`config.mk`:
```
export PLATFORM = sky130hd
export DESIGN_NAME = calendar_date_stepper_unit
export DESIGN_NICKNAME = d
export VERILOG_FILES = /design/src/rtl/cds_pkg.sv /design/src/rtl/cds_front.sv /design/src/rtl/cds_fifo.sv /design/src/rtl/cds_back.sv /design/src/rtl/calendar_date_stepper_unit.sv
export VERILOG_INCLUDE_DIRS = /design/src /design/src/rtl
export SDC_FILE = /design/constraint.sdc
export NUM_CORES = 1
export LEC_CHECK = 0
export BUFFER_PORTS_ARGS = -buffer_cell sky130_fd_sc_hd__buf_2
export CAP_MARGIN = 20
export CORE_UTILIZATION = 63
export CTS_CLUSTER_DIAMETER = 120
export DETAILED_ROUTE_END_ITERATION = 10
export PLACE_DENSITY = 0.88
export SLEW_MARGIN = 20
export SYNTH_ARGS = -nofsm -noshare
export SYNTH_HDL_FRONTEND = slang
export SYNTH_SLANG_ARGS = --single-unit
```
`constraint.sdc`:
```
create_clock -name clk -period 6.1 [get_ports clk]
set_input_delay 0.61 -clock clk [delete_from_list [all_inputs] [get_ports clk]]
set_output_delay 0.61 -clock clk [all_outputs]
set_load 0.05 [all_outputs]
```
`src/rtl/calendar_date_stepper_unit_macros.svh`:
```
// ----------------------------------------------------------------------------
// calendar date stepper assertion macros
// shared concurrent assertion forms, clocked on clk, off while rst_n is low
// ----------------------------------------------------------------------------
`ifndef CALENDAR_DATE_STEPPER_UNIT_MACROS_SVH
`define CALENDAR_DATE_STEPPER_UNIT_MACROS_SVH

// property that must hold in the same cycle as its trigger
`define CDS_ASSERT_SAME(label, trig, prop, msg) \
  label: assert property (@(posedge clk) disable iff (!rst_n) (trig) |-> (prop)) \
    else $error(msg);

// property that must hold in the cycle after its trigger
`define CDS_ASSERT_NEXT(label, trig, prop, msg) \
  label: assert property (@(posedge clk) disable iff (!rst_n) (trig) |=> (prop)) \
    else $error(msg);

`endif

```
`src/rtl/cds_pkg.sv`:
```
// ----------------------------------------------------------------------------
// cds_pkg
// types, constants and calendar helpers for the calendar date stepper
// ----------------------------------------------------------------------------
package cds_pkg;

  localparam int unsigned CDS_FIFO_DEPTH = 2;

  // multiplicative inverse of 25 modulo 2^16, and the largest multiple-of-25 quotient
  localparam logic [15:0] INV25_16  = 16'h5C29;
  localparam logic [15:0] DIV25_MAX = 16'd2621;

  typedef enum logic [1:0] {
    OP_LOAD = 2'd0,
    OP_STEP = 2'd1,
    OP_CMP  = 2'd2,
    OP_NOP  = 2'd3
  } op_t;

  typedef enum logic [1:0] {
    ORD_EQ      = 2'd0,
    ORD_EARLIER = 2'd1,
    ORD_LATER   = 2'd2
  } ord_t;

  typedef enum logic {
    BK_IDLE,
    BK_STEP
  } back_state_t;

  // classified command as it travels from front to back
  typedef struct packed {
    op_t         op;
    logic [4:0]  day;
    logic [3:0]  month;
    logic [15:0] year;
    logic        leap;
    logic        load_ok;
    logic        back;
    logic [15:0] count;
  } cmd_t;

  function automatic logic leap_fn(input logic [15:0] y);
    logic [15:0] prod;
    logic        div25;
    begin
      // exact divisibility by 25 through the odd inverse
      prod  = y * INV25_16;
      div25 = (prod <= DIV25_MAX);
      leap_fn = (y[1:0] == 2'd0) && (!div25 || (y[3:0] == 4'd0));
    end
  endfunction

  function automatic logic [4:0] days_in(input logic [3:0] m, input logic leap);
    begin
      unique case (m)
        4'd1, 4'd3, 4'd5, 4'd7, 4'd8, 4'd10, 4'd12: days_in = 5'd31;
        4'd4, 4'd6, 4'd9, 4'd11:                    days_in = 5'd30;
        4'd2:                                       days_in = leap ? 5'd29 : 5'd28;
        default:                                    days_in = 5'd0;
      endcase
    end
  endfunction

endpackage

```
`src/rtl/cds_front.sv`:
```
// ----------------------------------------------------------------------------
// cds_front
// takes input transactions, registers them and classifies them into commands
// ----------------------------------------------------------------------------
module cds_front (
  input  logic               clk,
  input  logic               rst_n,
  input  logic               in_valid,
  output logic               in_stall,
  input  logic [1:0]         in_command,
  input  logic [4:0]         in_day_in,
  input  logic [3:0]         in_month_in,
  input  logic [15:0]        in_year_in,
  input  logic signed [15:0] in_delta_days,
  output logic               push,
  output cds_pkg::cmd_t      push_data,
  input  logic               full
);
  import cds_pkg::*;

  logic        fr_v_r;
  logic [1:0]  fr_cmd_r;
  logic [4:0]  fr_day_r;
  logic [3:0]  fr_month_r;
  logic [15:0] fr_year_r;
  logic [15:0] fr_delta_r;
  logic        fr_leap_r;
  logic        take;
  logic        date_ok;

  assign in_stall = fr_v_r && full;
  assign push     = fr_v_r && !full;
  assign take     = in_valid && !in_stall;

  always_ff @(posedge clk) begin
    if (!rst_n) begin
      fr_v_r <= 1'b0;
    end else if (take) begin
      fr_v_r <= 1'b1;
    end else if (push) begin
      fr_v_r <= 1'b0;
    end
  end

  always_ff @(posedge clk) begin
    if (take) begin
      fr_cmd_r   <= in_command;
      fr_day_r   <= in_day_in;
      fr_month_r <= in_month_in;
      fr_year_r  <= in_year_in;
      fr_delta_r <= in_delta_days;
      fr_leap_r  <= leap_fn(in_year_in);
    end
  end

  assign date_ok = (fr_month_r >= 4'd1) && (fr_month_r <= 4'd12) && (fr_day_r != 5'd0) &&
                   (fr_day_r <= days_in(fr_month_r, fr_leap_r));

  always_comb begin
    push_data.op      = op_t'(fr_cmd_r);
    push_data.day     = fr_day_r;
    push_data.month   = fr_month_r;
    push_data.year    = fr_year_r;
    push_data.leap    = fr_leap_r;
    push_data.load_ok = date_ok;
    push_data.back    = fr_delta_r[15];
    // magnitude of a negative delta, -32768 gives 32768
    push_data.count   = fr_delta_r[15] ? (16'd0 - fr_delta_r) : fr_delta_r;
  end

endmodule

```
`src/rtl/cds_fifo.sv`:
```
// ----------------------------------------------------------------------------
// cds_fifo
// short command queue between the front and the back
// ----------------------------------------------------------------------------
`include "calendar_date_stepper_unit_macros.svh"

module cds_fifo #(
  parameter int unsigned DEPTH = cds_pkg::CDS_FIFO_DEPTH
) (
  input  logic          clk,
  input  logic          rst_n,
  input  logic          push,
  input  cds_pkg::cmd_t push_data,
  output logic          full,
  input  logic          pop,
  output cds_pkg::cmd_t pop_data,
  output logic          empty
);
  import cds_pkg::*;

  localparam int unsigned PTR_W = (DEPTH > 1) ? $clog2(DEPTH) : 1;
  localparam int unsigned CNT_W = $clog2(DEPTH + 1);
  localparam logic [PTR_W-1:0] LAST = PTR_W'(DEPTH - 1);
  localparam logic [CNT_W-1:0] FULL_CNT = CNT_W'(DEPTH);

  cmd_t             mem_r [DEPTH];
  logic [PTR_W-1:0] wr_ptr_r;
  logic [PTR_W-1:0] rd_ptr_r;
  logic [CNT_W-1:0] count_r;

  assign full     = (count_r == FULL_CNT);
  assign empty    = (count_r == '0);
  assign pop_data = mem_r[rd_ptr_r];

  always_ff @(posedge clk) begin
    if (!rst_n) begin
      wr_ptr_r <= '0;
      rd_ptr_r <= '0;
      count_r  <= '0;
    end else begin
      if (push) begin
        wr_ptr_r <= (wr_ptr_r == LAST) ? '0 : wr_ptr_r + PTR_W'(1);
      end
      if (pop) begin
        rd_ptr_r <= (rd_ptr_r == LAST) ? '0 : rd_ptr_r + PTR_W'(1);
      end
      if (push && !pop) begin
        count_r <= count_r + CNT_W'(1);
      end else if (pop && !push) begin
        count_r <= count_r - CNT_W'(1);
      end
    end
  end

  always_ff @(posedge clk) begin
    if (push) begin
      mem_r[wr_ptr_r] <= push_data;
    end
  end

  `CDS_ASSERT_SAME(a_fifo_count_bound, 1'b1, count_r <= FULL_CNT, "fifo count above depth")
  `CDS_ASSERT_SAME(a_fifo_no_overflow, push, !full, "push into full fifo")
  `CDS_ASSERT_SAME(a_fifo_no_underflow, pop, !empty, "pop from empty fifo")

endmodule

```
`src/rtl/cds_back.sv`:
```
// ----------------------------------------------------------------------------
// cds_back
// holds the stored date, executes commands and steps one day per cycle
// ----------------------------------------------------------------------------
`include "calendar_date_stepper_unit_macros.svh"

module cds_back (
  input  logic          clk,
  input  logic          rst_n,
  input  logic          empty,
  input  cds_pkg::cmd_t head,
  output logic          pop,
  output logic          out_valid,
  input  logic          out_stall,
  output logic [4:0]    out_cur_day,
  output logic [3:0]    out_cur_month,
  output logic [15:0]   out_cur_year,
  output logic          out_load_ok,
  output logic [1:0]    out_order_code,
  output logic          out_bound_hit
);
  import cds_pkg::*;

  back_state_t state_r, state_nxt;
  logic [4:0]  day_r, day_nxt;
  logic [3:0]  month_r, month_nxt;
  logic [15:0] year_r, year_nxt;
  logic        leap_r, leap_nxt;
  logic [15:0] count_r, count_nxt;
  logic        back_r, back_nxt;
  logic        bound_r, bound_nxt;
  logic        out_valid_r, out_valid_nxt;
  logic [4:0]  out_day_r, out_day_nxt;
  logic [3:0]  out_month_r, out_month_nxt;
  logic [15:0] out_year_r, out_year_nxt;
  logic        out_ok_r, out_ok_nxt;
  ord_t        out_ord_r, out_ord_nxt;
  logic        out_bound_r, out_bound_nxt;

  logic        out_free;
  logic        emit;
  logic        emit_ok;
  ord_t        emit_ord;
  logic        emit_bound;
  logic [4:0]  dim_cur;
  logic [4:0]  dim_prev;
  logic [24:0] stored_key;
  logic [24:0] given_key;

  assign out_free   = !out_valid_r || !out_stall;
  assign dim_cur    = days_in(month_r, leap_r);
  assign dim_prev   = days_in(month_r - 4'd1, leap_r);
  assign stored_key = {year_r, month_r, day_r};
  assign given_key  = {head.year, head.month, head.day};

  always_ff @(posedge clk) begin
    if (!rst_n) begin
      state_r     <= BK_IDLE;
      day_r       <= '0;
      month_r     <= '0;
      year_r      <= '0;
      leap_r      <= 1'b1;
      count_r     <= '0;
      back_r      <= 1'b0;
      bound_r     <= 1'b0;
      out_valid_r <= 1'b0;
    end else begin
      state_r     <= state_nxt;
      day_r       <= day_nxt;
      month_r     <= month_nxt;
      year_r      <= year_nxt;
      leap_r      <= leap_nxt;
      count_r     <= count_nxt;
      back_r      <= back_nxt;
      bound_r     <= bound_nxt;
      out_valid_r <= out_valid_nxt;
    end
  end

  always_ff @(posedge clk) begin
    out_day_r   <= out_day_nxt;
    out_month_r <= out_month_nxt;
    out_year_r  <= out_year_nxt;
    out_ok_r    <= out_ok_nxt;
    out_ord_r   <= out_ord_nxt;
    out_bound_r <= out_bound_nxt;
  end

  always_comb begin
    state_nxt     = state_r;
    day_nxt       = day_r;
    month_nxt     = month_r;
    year_nxt      = year_r;
    // follows the year through a register, so it lags a year roll; a roll lands on jan 1 or dec 31 where it is unused
    leap_nxt      = leap_fn(year_r);
    count_nxt     = count_r;
    back_nxt      = back_r;
    bound_nxt     = bound_r;
    out_valid_nxt = out_valid_r && out_stall;
    out_day_nxt   = out_day_r;
    out_month_nxt = out_month_r;
    out_year_nxt  = out_year_r;
    out_ok_nxt    = out_ok_r;
    out_ord_nxt   = out_ord_r;
    out_bound_nxt = out_bound_r;
    pop           = 1'b0;
    emit          = 1'b0;
    emit_ok       = 1'b0;
    emit_ord      = ORD_EQ;
    emit_bound    = 1'b0;

    unique case (state_r)
      BK_IDLE: begin
        if (!empty && ((head.op == OP_STEP) || out_free)) begin
          pop = 1'b1;
          unique case (head.op)
            OP_LOAD: begin
              emit    = 1'b1;
              emit_ok = head.load_ok;
              if (head.load_ok) begin
                day_nxt   = head.day;
                month_nxt = head.month;
                year_nxt  = head.year;
                leap_nxt  = head.leap;
              end else begin
                day_nxt   = '0;
                month_nxt = '0;
                year_nxt  = '0;
                leap_nxt  = 1'b1;
              end
            end
            OP_STEP: begin
              count_nxt = head.count;
              back_nxt  = head.back;
              bound_nxt = 1'b0;
              state_nxt = BK_STEP;
            end
            OP_CMP: begin
              emit = 1'b1;
              if (stored_key == given_key) begin
                emit_ord = ORD_EQ;
              end else if (stored_key < given_key) begin
                emit_ord = ORD_EARLIER;
              end else begin
                emit_ord = ORD_LATER;
              end
            end
            OP_NOP: begin
              emit = 1'b1;
            end
          endcase
        end
      end
      BK_STEP: begin
        if (count_r == 16'd0) begin
          if (out_free) begin
            emit       = 1'b1;
            emit_bound = bound_r;
            state_nxt  = BK_IDLE;
          end
        end else if (!back_r) begin
          if (day_r >= dim_cur) begin
            if (month_r >= 4'd12) begin
              if (year_r == 16'hFFFF) begin
                bound_nxt = 1'b1;
                count_nxt = '0;
              end else begin
                year_nxt  = year_r + 16'd1;
                month_nxt = 4'd1;
                day_nxt   = 5'd1;
                count_nxt = count_r - 16'd1;
              end
            end else begin
              month_nxt = month_r + 4'd1;
              day_nxt   = 5'd1;
              count_nxt = count_r - 16'd1;
            end
          end else begin
            day_nxt   = day_r + 5'd1;
            count_nxt = count_r - 16'd1;
          end
        end else begin
          if (day_r <= 5'd1) begin
            if (month_r <= 4'd1) begin
              if (year_r == 16'd0) begin
                bound_nxt = 1'b1;
                count_nxt = '0;
              end else begin
                year_nxt  = year_r - 16'd1;
                month_nxt = 4'd12;
                day_nxt   = 5'd31;
                count_nxt = count_r - 16'd1;
              end
            end else begin
              month_nxt = month_r - 4'd1;
              day_nxt   = dim_prev;
              count_nxt = count_r - 16'd1;
            end
          end else begin
            day_nxt   = day_r - 5'd1;
            count_nxt = count_r - 16'd1;
          end
        end
      end
    endcase

    if (emit) begin
      out_valid_nxt = 1'b1;
      out_day_nxt   = day_nxt;
      out_month_nxt = month_nxt;
      out_year_nxt  = year_nxt;
      out_ok_nxt    = emit_ok;
      out_ord_nxt   = emit_ord;
      out_bound_nxt = emit_bound;
    end
  end

  assign out_valid      = out_valid_r;
  assign out_cur_day    = out_day_r;
  assign out_cur_month  = out_month_r;
  assign out_cur_year   = out_year_r;
  assign out_load_ok    = out_ok_r;
  assign out_order_code = out_ord_r;
  assign out_bound_hit  = out_bound_r;

  `CDS_ASSERT_SAME(a_month_range, 1'b1, month_r <= 4'd12, "stored month out of range")
  `CDS_ASSERT_SAME(a_no_pop_stepping, state_r == BK_STEP, !pop, "pop while stepping")
  `CDS_ASSERT_NEXT(a_count_walks, (state_r == BK_STEP) && (count_r != 16'd0),
                   (count_r == $past(count_r) - 16'd1) || (count_r == 16'd0), "step count skipped")

endmodule

```
`src/rtl/calendar_date_stepper_unit.sv`:
```
// ----------------------------------------------------------------------------
// calendar_date_stepper_unit
// gregorian date register with load, day step and compare commands
// ----------------------------------------------------------------------------
// channel  | direction | handshake         | payload
// in_      | input     | in_valid/in_stall | command, day, month, year, delta
// out_     | output    | out_valid/out_stall | stored date and status flags
//
// load, compare and no-op are executed when popped; a step enters the day walk loop
// in the back end, which moves one day per cycle.
// a result passes the front register, the queue and the result register.
// synchronous active-low reset returns the stored date to 0/0/0 and empties the queue.
// a stalled result holds loads, compares, no-ops and the end of a step; a step is still
// popped and walked, and the front keeps taking transactions until the queue fills.
// ----------------------------------------------------------------------------
module calendar_date_stepper_unit #(
  parameter int unsigned FIFO_DEPTH = cds_pkg::CDS_FIFO_DEPTH
) (
  input  logic               clk,
  input  logic               rst_n,
  input  logic               in_valid,
  output logic               in_stall,
  input  logic [1:0]         in_command,
  input  logic [4:0]         in_day_in,
  input  logic [3:0]         in_month_in,
  input  logic [15:0]        in_year_in,
  input  logic signed [15:0] in_delta_days,
  output logic               out_valid,
  input  logic               out_stall,
  output logic [4:0]         out_cur_day,
  output logic [3:0]         out_cur_month,
  output logic [15:0]        out_cur_year,
  output logic               out_load_ok,
  output logic [1:0]         out_order_code,
  output logic               out_bound_hit
);
  import cds_pkg::*;

  logic push;
  cmd_t push_data;
  logic full;
  logic pop;
  cmd_t head;
  logic empty;

  cds_front u_front (
    .clk           (clk),
    .rst_n         (rst_n),
    .in_valid      (in_valid),
    .in_stall      (in_stall),
    .in_command    (in_command),
    .in_day_in     (in_day_in),
    .in_month_in   (in_month_in),
    .in_year_in    (in_year_in),
    .in_delta_days (in_delta_days),
    .push          (push),
    .push_data     (push_data),
    .full          (full)
  );

  cds_fifo #(
    .DEPTH (FIFO_DEPTH)
  ) u_fifo (
    .clk       (clk),
    .rst_n     (rst_n),
    .push      (push),
    .push_data (push_data),
    .full      (full),
    .pop       (pop),
    .pop_data  (head),
    .empty     (empty)
  );

  cds_back u_back (
    .clk            (clk),
    .rst_n          (rst_n),
    .empty          (empty),
    .head           (head),
    .pop            (pop),
    .out_valid      (out_valid),
    .out_stall      (out_stall),
    .out_cur_day    (out_cur_day),
    .out_cur_month  (out_cur_month),
    .out_cur_year   (out_cur_year),
    .out_load_ok    (out_load_ok),
    .out_order_code (out_order_code),
    .out_bound_hit  (out_bound_hit)
  );

endmodule
```
==> results of run 1 <==
per-layer routing:
metal | wire [um] | up-vias
li1 | - | 5077
met1 | 13400 | 5180
met2 | 15700 | 545
met3 | 2830 | 94
met4 | 1170 | 0
met5 | 0 | -
where the power goes:
group	switching, W	internal (W)	total (W)
clock	0.000584	0.000763	0.00135
combinational	0.00289	0.00164	0.00453
sequential	0.000331	0.00195	0.00228
total	0.00380	0.00435	0.00816
registers in the layout, indices dropped and copies added, names as in the netlist, 4 cells and up, named ones only:
register / count
u_back.count_r: 16
u_back.day_r: 5
u_back.month_r: 4
u_back.out_cur_day: 5
u_back.out_cur_month: 4
u_back.out_cur_year: 16
u_back.year_r: 16
u_fifo.mem_r: 92
u_front.fr_day_r: 5
u_front.fr_delta_r: 16
u_front.fr_month_r: 4
u_front.fr_year_r: 16
area by class of cell:
class                           count  area share, %
Sequential cell                   217           38.2
Clock inverter                     15          0.749
Timing Repair Buffer               89           3.11
Multi-Input combinational cell    932           48.5
Tap cell                          280           2.23
Inverter                          138           3.30
Clock buffer                       27           3.90
through the flow:
stage	power, W	utilization, %	hold slack [ps]	setup slack [ps]
after floorplan	0.00560	-	421	1260
after global placement	0.00647	67.7	424	960
after detailed placement	0.00668	67.7	435	747
after CTS	0.00809	71.0	231	1210
after global routing	0.00864	71.1	234	1080
final	0.00816	71.1	247	1200
Yosys cell counts (14+ instances only):
cell      instances
a211oi_1         27
a21o_1           14
a21oi_1          56
clkbuf_1         49
dfxtp_1          52
edfxtp_1        165
fa_1             36
ha_1            175
inv_1           138
mux2i_1          50
nand2_1          50
nand3_1          27
nor2_1           72
nor3_1           57
nor4_1           21
o21ai_0          61
or3_1            15
xnor2_1          48
layout by cell type, fill, tap and decap left out, types with 11 or more instances in the layout:
| cell | n |
|---|---|
| a211oi_1 | 27 |
| a21o_1 | 14 |
| a21oi_1 | 55 |
| a31oi_1 | 12 |
| buf_2 | 77 |
| buf_4 | 11 |
| clkbuf_16 | 24 |
| dfxtp_1 | 50 |
| edfxtp_1 | 165 |
| fa_1 | 36 |
| ha_1 | 175 |
| inv_1 | 137 |
| mux2i_1 | 49 |
| nand2_1 | 50 |
| nand3_1 | 27 |
| nand4_1 | 13 |
| nor2_1 | 71 |
| nor3_1 | 57 |
| nor4_1 | 21 |
| o21ai_0 | 60 |
| or3_1 | 15 |
| or4_1 | 11 |
| xnor2_1 | 48 |
| xor2_1 | 13 |
worst paths after layout:
check | slack (ps) | endpoint | depth (start not counted)
setup / recovery | 1200 | u_front.fr_leap_r$_DFFE_PP_ | 19
hold / removal | 250 | u_front.fr_delta_r[6]$_DFFE_PP_ | 1
setup reg to reg | 1420 | u_back.count_r[11]$_SDFFE_PN0P_ | 13
hold reg to reg | 450 | u_fifo.mem_r[0][34]$_DFFE_PP_ | 0
logic make-up (layout without fill, tap and decap cells):
group | Yosys count | after routing | share of synthesized area [%]
fa+ha+maj | 211 | 211 | 20.3
xor+xnor | 61 | 61 | 3.73
flops | 217 | 217 | 41.9
mux | 56 | 56 | 4.04
buf+inv | 199 | 269 | 5.27
simple gates | 328 | 328 | 11.8
compound gates | 276 | 276 | 13.0
critical path, cell delays in order:
cell       delay [ps]
buf_2             160
ha_1              340
ha_1              290
inv_1              50
fa_1              550
inv_1              70
fa_1              550
inv_1              70
fa_1              530
inv_1              50
ha_1              320
ha_1              360
nor2_1            150
xnor2_1           180
xnor2_1           190
xnor2_1           160
xnor2_1           130
o2111ai_1         130
o31a_1            300
==> flow_metrics.env, run 1 <==
export IMPL_status="finished with violations"
export IMPL_violations="design-rule violations"
export IMPL_cts_max_level=1
export IMPL_postSynthAreaPerCell_um2=10.6
export IMPL_area_growth_pct=9.60
export IMPL_seqCellArea_um2=6000
export IMPL_clk_latency_ps=540
export IMPL_grt_util_met3_pct=4.69
export IMPL_synth_main_ff_cell="edfxtp_1"
export IMPL_coreArea_um2=22100
export IMPL_drcViolationCount=5
export IMPL_start_kind="primary input"
export IMPL_path_max_fanout=8
export IMPL_cts_setup_buffers=0
export IMPL_end_kind="flip-flop"
export IMPL_startpoint="in_year_in[0]"
export IMPL_gp_congestion=0.952
export IMPL_dpl_hpwl_mm=23.7
export IMPL_synth_top_cell_area_share_pct=34.6
export IMPL_final_setup_skew_ps=16.1
export IMPL_first_iter_violations=1243
export IMPL_hold_buffers=0
export IMPL_syn_nets=1606
export IMPL_cts_resized=0
export IMPL_min_path_type="primary input to flip-flop"
export IMPL_synthTopCellsByArea="edfxtp_1, ha_1, dfxtp_1"
export IMPL_first_pass_iters=11
export IMPL_num_rows=54
export IMPL_fp_dieH_um=153
export IMPL_wl_per_cell_um=19.5
export IMPL_vdd_drop_max_mv=0.280
export IMPL_synthArstFlopShare_pct=0
export IMPL_portBuffers=77
export IMPL_io_pins=78
export IMPL_antenna_cells=0
export IMPL_drive_above_1_share_pct=10.4
export IMPL_synth_area_leader_cell="edfxtp_1"
export IMPL_grt_busiest_layer="met2"
export IMPL_tns_ps=0
export IMPL_start_util_pct=64.8
export IMPL_min_period_ps=4900
export IMPL_setup_viol=0
export IMPL_fmax_mhz=204
export IMPL_first_global_vias=10700
export IMPL_synth_distinct_cells=71
export IMPL_required_ps=6390
export IMPL_cts_root_buf="clkbuf_16"
export IMPL_leakagePower_nw=6.59
export IMPL_worst_pin_slew_ps=1090
export IMPL_placedInstanceArea_um2=15000
export IMPL_cts_buffers=24
export IMPL_place_inst=1655
export IMPL_drt_total_wl_mm=33.1
export IMPL_grt_overflow=0
export IMPL_grt_usage_pct=28.5
export IMPL_cp_arrival_ps=5190
export IMPL_fin_cells=1698
export IMPL_synth_enable_flop_cells=165
export IMPL_use_met2_pct=47.1
export IMPL_nets=1660
export IMPL_cts_tree="built"
export IMPL_syn_area_um2=14300
export IMPL_vias=10900
export IMPL_finalHoldViolCount=0
export IMPL_multi_input_area_um2=7620
export IMPL_syn_inst=1348
export IMPL_grt_max_degree=52
export IMPL_final_cell_area_um2=15700
export IMPL_rsz0062_at_grt="false"
export IMPL_viasPerCell=6.42
export IMPL_slew_headroom_pct=26.7
export IMPL_synth_warnings=0
export IMPL_cts_max_path_buffers=3
export IMPL_path_clk_slew_ps=60
export IMPL_num_fill_cells=1508
export IMPL_critPathKind="primary input to flip-flop"
export IMPL_die_area_um2=23300
export IMPL_min_period_over_period_pct=80.4
export IMPL_die_x_um=153
export IMPL_ys_ff_latch=217
export IMPL_grt_pass1_wl_mm=53.1
export IMPL_drv_cap=0
export IMPL_r2r_start="u_back.month_r[1]$_SDFF_PN0_"
export IMPL_min_from="in_delta_days[6]"
export IMPL_cts_sinks=217
export IMPL_ant_nets=0
export IMPL_power_density_nw_per_um2=519
export IMPL_antenna_found_initial=0
export IMPL_drv_slew=0
export IMPL_ys_seq_area_share_pct=41.9
export IMPL_grt_met1_usage_pct=37.6
No activity file was read; power rests on OpenSTA's default activity.
==> run 2: changes to the inputs <==
==> constraint.sdc (replaced) <==
create_clock -name clk -period 5 [get_ports clk]
set_input_delay 0.5 -clock clk [delete_from_list [all_inputs] [get_ports clk]]
set_output_delay 0.5 -clock clk [all_outputs]
set_load 0.05 [all_outputs]
==> run 2 against run 1 <==
Effect of this change:
- via count increased by 0.58%
- die area stayed put
- critical path depth did not move
- largest cell class unchanged
- largest power group unchanged
- critical path type unchanged
- sequential power rose by 19%
- highest routed layer unchanged
- the run still ends with design-rule violations left
==> flow_metrics.env, run 2 (synthesized netlist as in run 1, its figures left out) <==
export IMPL_min_from="in_month_in[2]"
export IMPL_largest_reg_flops=92
export IMPL_dpl_hpwl_mm=23.8
export IMPL_cp_slowest_cell="fa_1"
export IMPL_final_cell_area_um2=15900
export IMPL_critical_path_top_delay_family="adder cells"
export IMPL_cts_tree="built"
export IMPL_critPathKind="primary input to flip-flop"
export IMPL_worst_pin_slew_ps=1060
export IMPL_drt_total_wl_mm=33.6
export IMPL_min_period_over_period_pct=94.3
export IMPL_grt_util_met3_pct=4.44
export IMPL_cts_sinks=217
export IMPL_min_period_ps=4710
export IMPL_die_area_um2=23300
export IMPL_ff2ff_setup_slack_ps=590
export IMPL_end_kind="flip-flop"
export IMPL_final_common_cell="ha_1"
export IMPL_final_cell_mix="ha_1, edfxtp_1, inv_1"
export IMPL_io_pins=78
export IMPL_start_kind="primary input"
export IMPL_grt_overflow=0
export IMPL_min_to="u_front.fr_month_r[2]$_DFFE_PP_"
export IMPL_area_growth_pct=11.1
export IMPL_wl_per_cell_um=19.6
export IMPL_nets=1675
export IMPL_final_setup_skew_ps=13.0
export IMPL_status="finished with violations"
export IMPL_fp_dieH_um=153
export IMPL_cp_slowest_stage_delay_ps=580
export IMPL_cts_resized=0
export IMPL_cts_setup_buffers=0
export IMPL_rsz0062_at_grt="false"
export IMPL_cts_buffers=24
export IMPL_grt_max_degree=69
export IMPL_portBuffers=77
export IMPL_die_x_um=153
export IMPL_drv_cap=0
export IMPL_gp_congestion=0.966
export IMPL_cp_arrival_ps=5010
export IMPL_first_global_vias=10900
export IMPL_path_clk_slew_ps=60
export IMPL_required_ps=5290
export IMPL_grt_busiest_layer="met2"
export IMPL_r2r_start="u_back.year_r[2]$_SDFF_PN0_"
export IMPL_cts_max_level=1
export IMPL_power_density_nw_per_um2=646
export IMPL_use_met2_pct=48.4
export IMPL_rr_worst_depth=15
export IMPL_vias=11000
export IMPL_total_power_w=0.0103
export IMPL_vdd_drop_max_mv=0.374
export IMPL_reg2reg_to="u_back.leap_r$_SDFF_PN1_"
export IMPL_coreArea_um2=22100
export IMPL_grt_usage_pct=29.0
export IMPL_holdPathStages=1
export IMPL_drcViolationCount=4
export IMPL_violations="design-rule violations"
export IMPL_first_pass_iters=11
export IMPL_antenna_found_initial=0
export IMPL_crit_chain="buf_2 -> ha_1 -> ha_1 -> inv_1 -> fa_1 -> inv_1 -> fa_1 -> inv_1 -> fa_1 -> inv_1 -> ha_1 -> ha_1 -> nor2_1 -> xnor2_1 -> xnor2_1 -> xnor2_1 -> xnor2_1 -> o2111ai_1 -> o31a_1"
export IMPL_cts_root_buf="clkbuf_16"
export IMPL_fmax_mhz=212
export IMPL_finalHoldViolCount=0
export IMPL_antenna_cells=0
export IMPL_setup_viol=0
export IMPL_placedInstanceArea_um2=15100
export IMPL_slew_headroom_pct=29.0
export IMPL_leakagePower_nw=6.71
export IMPL_cts_max_path_buffers=3
export IMPL_path_max_fanout=2
export IMPL_first_iter_violations=1153
export IMPL_start_util_pct=64.8
export IMPL_ant_nets=0
export IMPL_drv_slew=0
export IMPL_critical_path_buf_inv_count=5
export IMPL_num_rows=54
export IMPL_crit_cells=19
export IMPL_hold_buffers=0
export IMPL_viasPerCell=6.39
export IMPL_grt_pass1_wl_mm=54.2
export IMPL_drive_above_1_share_pct=11.4
export IMPL_min_path_type="primary input to flip-flop"
export IMPL_clk_latency_ps=540
export IMPL_regMostFlops="u_fifo.mem_r"
export IMPL_grt_met1_usage_pct=37.7
run 2: cell count changes in the layout (fill, tap and decap cells not counted):
cell / before / now
clkbuf_1: 3 / 7
clkinv_2: 4 / 1
inv_1: 137 / 138
clkinv_1: 9 / 4
buf_4: 11 / 26
bufinv_16: 1 / 5
run 2: how the worst max path moves through the flow:
stage,startpoint,to,slack [ps]
after floorplan,in_year_in[0],u_front.fr_leap_r$_DFFE_PP_,270
after global placement,in_year_in[0],u_front.fr_leap_r$_DFFE_PP_,90
after detailed placement,in_year_in[0],u_front.fr_leap_r$_DFFE_PP_,-70
after CTS,in_year_in[0],u_front.fr_leap_r$_DFFE_PP_,300
after global routing,in_year_in[0],u_front.fr_leap_r$_DFFE_PP_,200
final,in_year_in[0],u_front.fr_leap_r$_DFFE_PP_,290
run 2: routing by layer:
layer | part of all wire, % | vias to the layer above
li1 | - | 5092
met1 | 41 | 5214
met2 | 47 | 554
met3 | 8.0 | 99
met4 | 3.8 | 0
met5 | 0 | -
run 2: per-stage QoR:
step | util, % | setup TNS, ps | setup WS (ps) | hold WS [ps] | std cells
6_report | 72.1 | 0 | 287 | 127 | 1714
4_1_cts | 72.0 | 0 | 297 | 123 | 1713
3_5_place_dp | 68.2 | -69.8 | -69.8 | 438 | 1670
2_1_floorplan | - | 0 | 270 | 421 | 1348
3_3_place_gp | 68.2 | 0 | 90.0 | 422 | 1670
5_1_grt | 72.1 | 0 | 199 | 121 | 1714
run 2: area by class of cell:
type                            instances  area [um2]
Timing Repair Buffer                  104         601
Clock inverter                         12         208
Tap cell                              280         350
Multi-Input combinational cell        932        7620
Fill cell                            1419        6170
Inverter                              138         518
Sequential cell                       217        6000
Clock buffer                           31         627
run 2: power breakdown:
group          leakage (nW)  switching, W  total, W  internal, W
Combinational          4.33       0.00362   0.00570      0.00208
Sequential             1.98      0.000341   0.00272      0.00238
Clock                 0.396      0.000724   0.00187      0.00115
Total                  6.71       0.00468    0.0103      0.00560
run 2: worst register-to-register path, stage by stage, from the launching register on:
cell      delay (ps)
dfxtp_1          540
inv_1            180
ha_1             340
ha_1             280
inv_1             50
fa_1             480
fa_1             550
inv_1             50
fa_1             470
ha_1             310
ha_1             350
a21oi_1          170
nand2_1           90
a211oi_1         240
nor2_1            80
a31oi_1          150
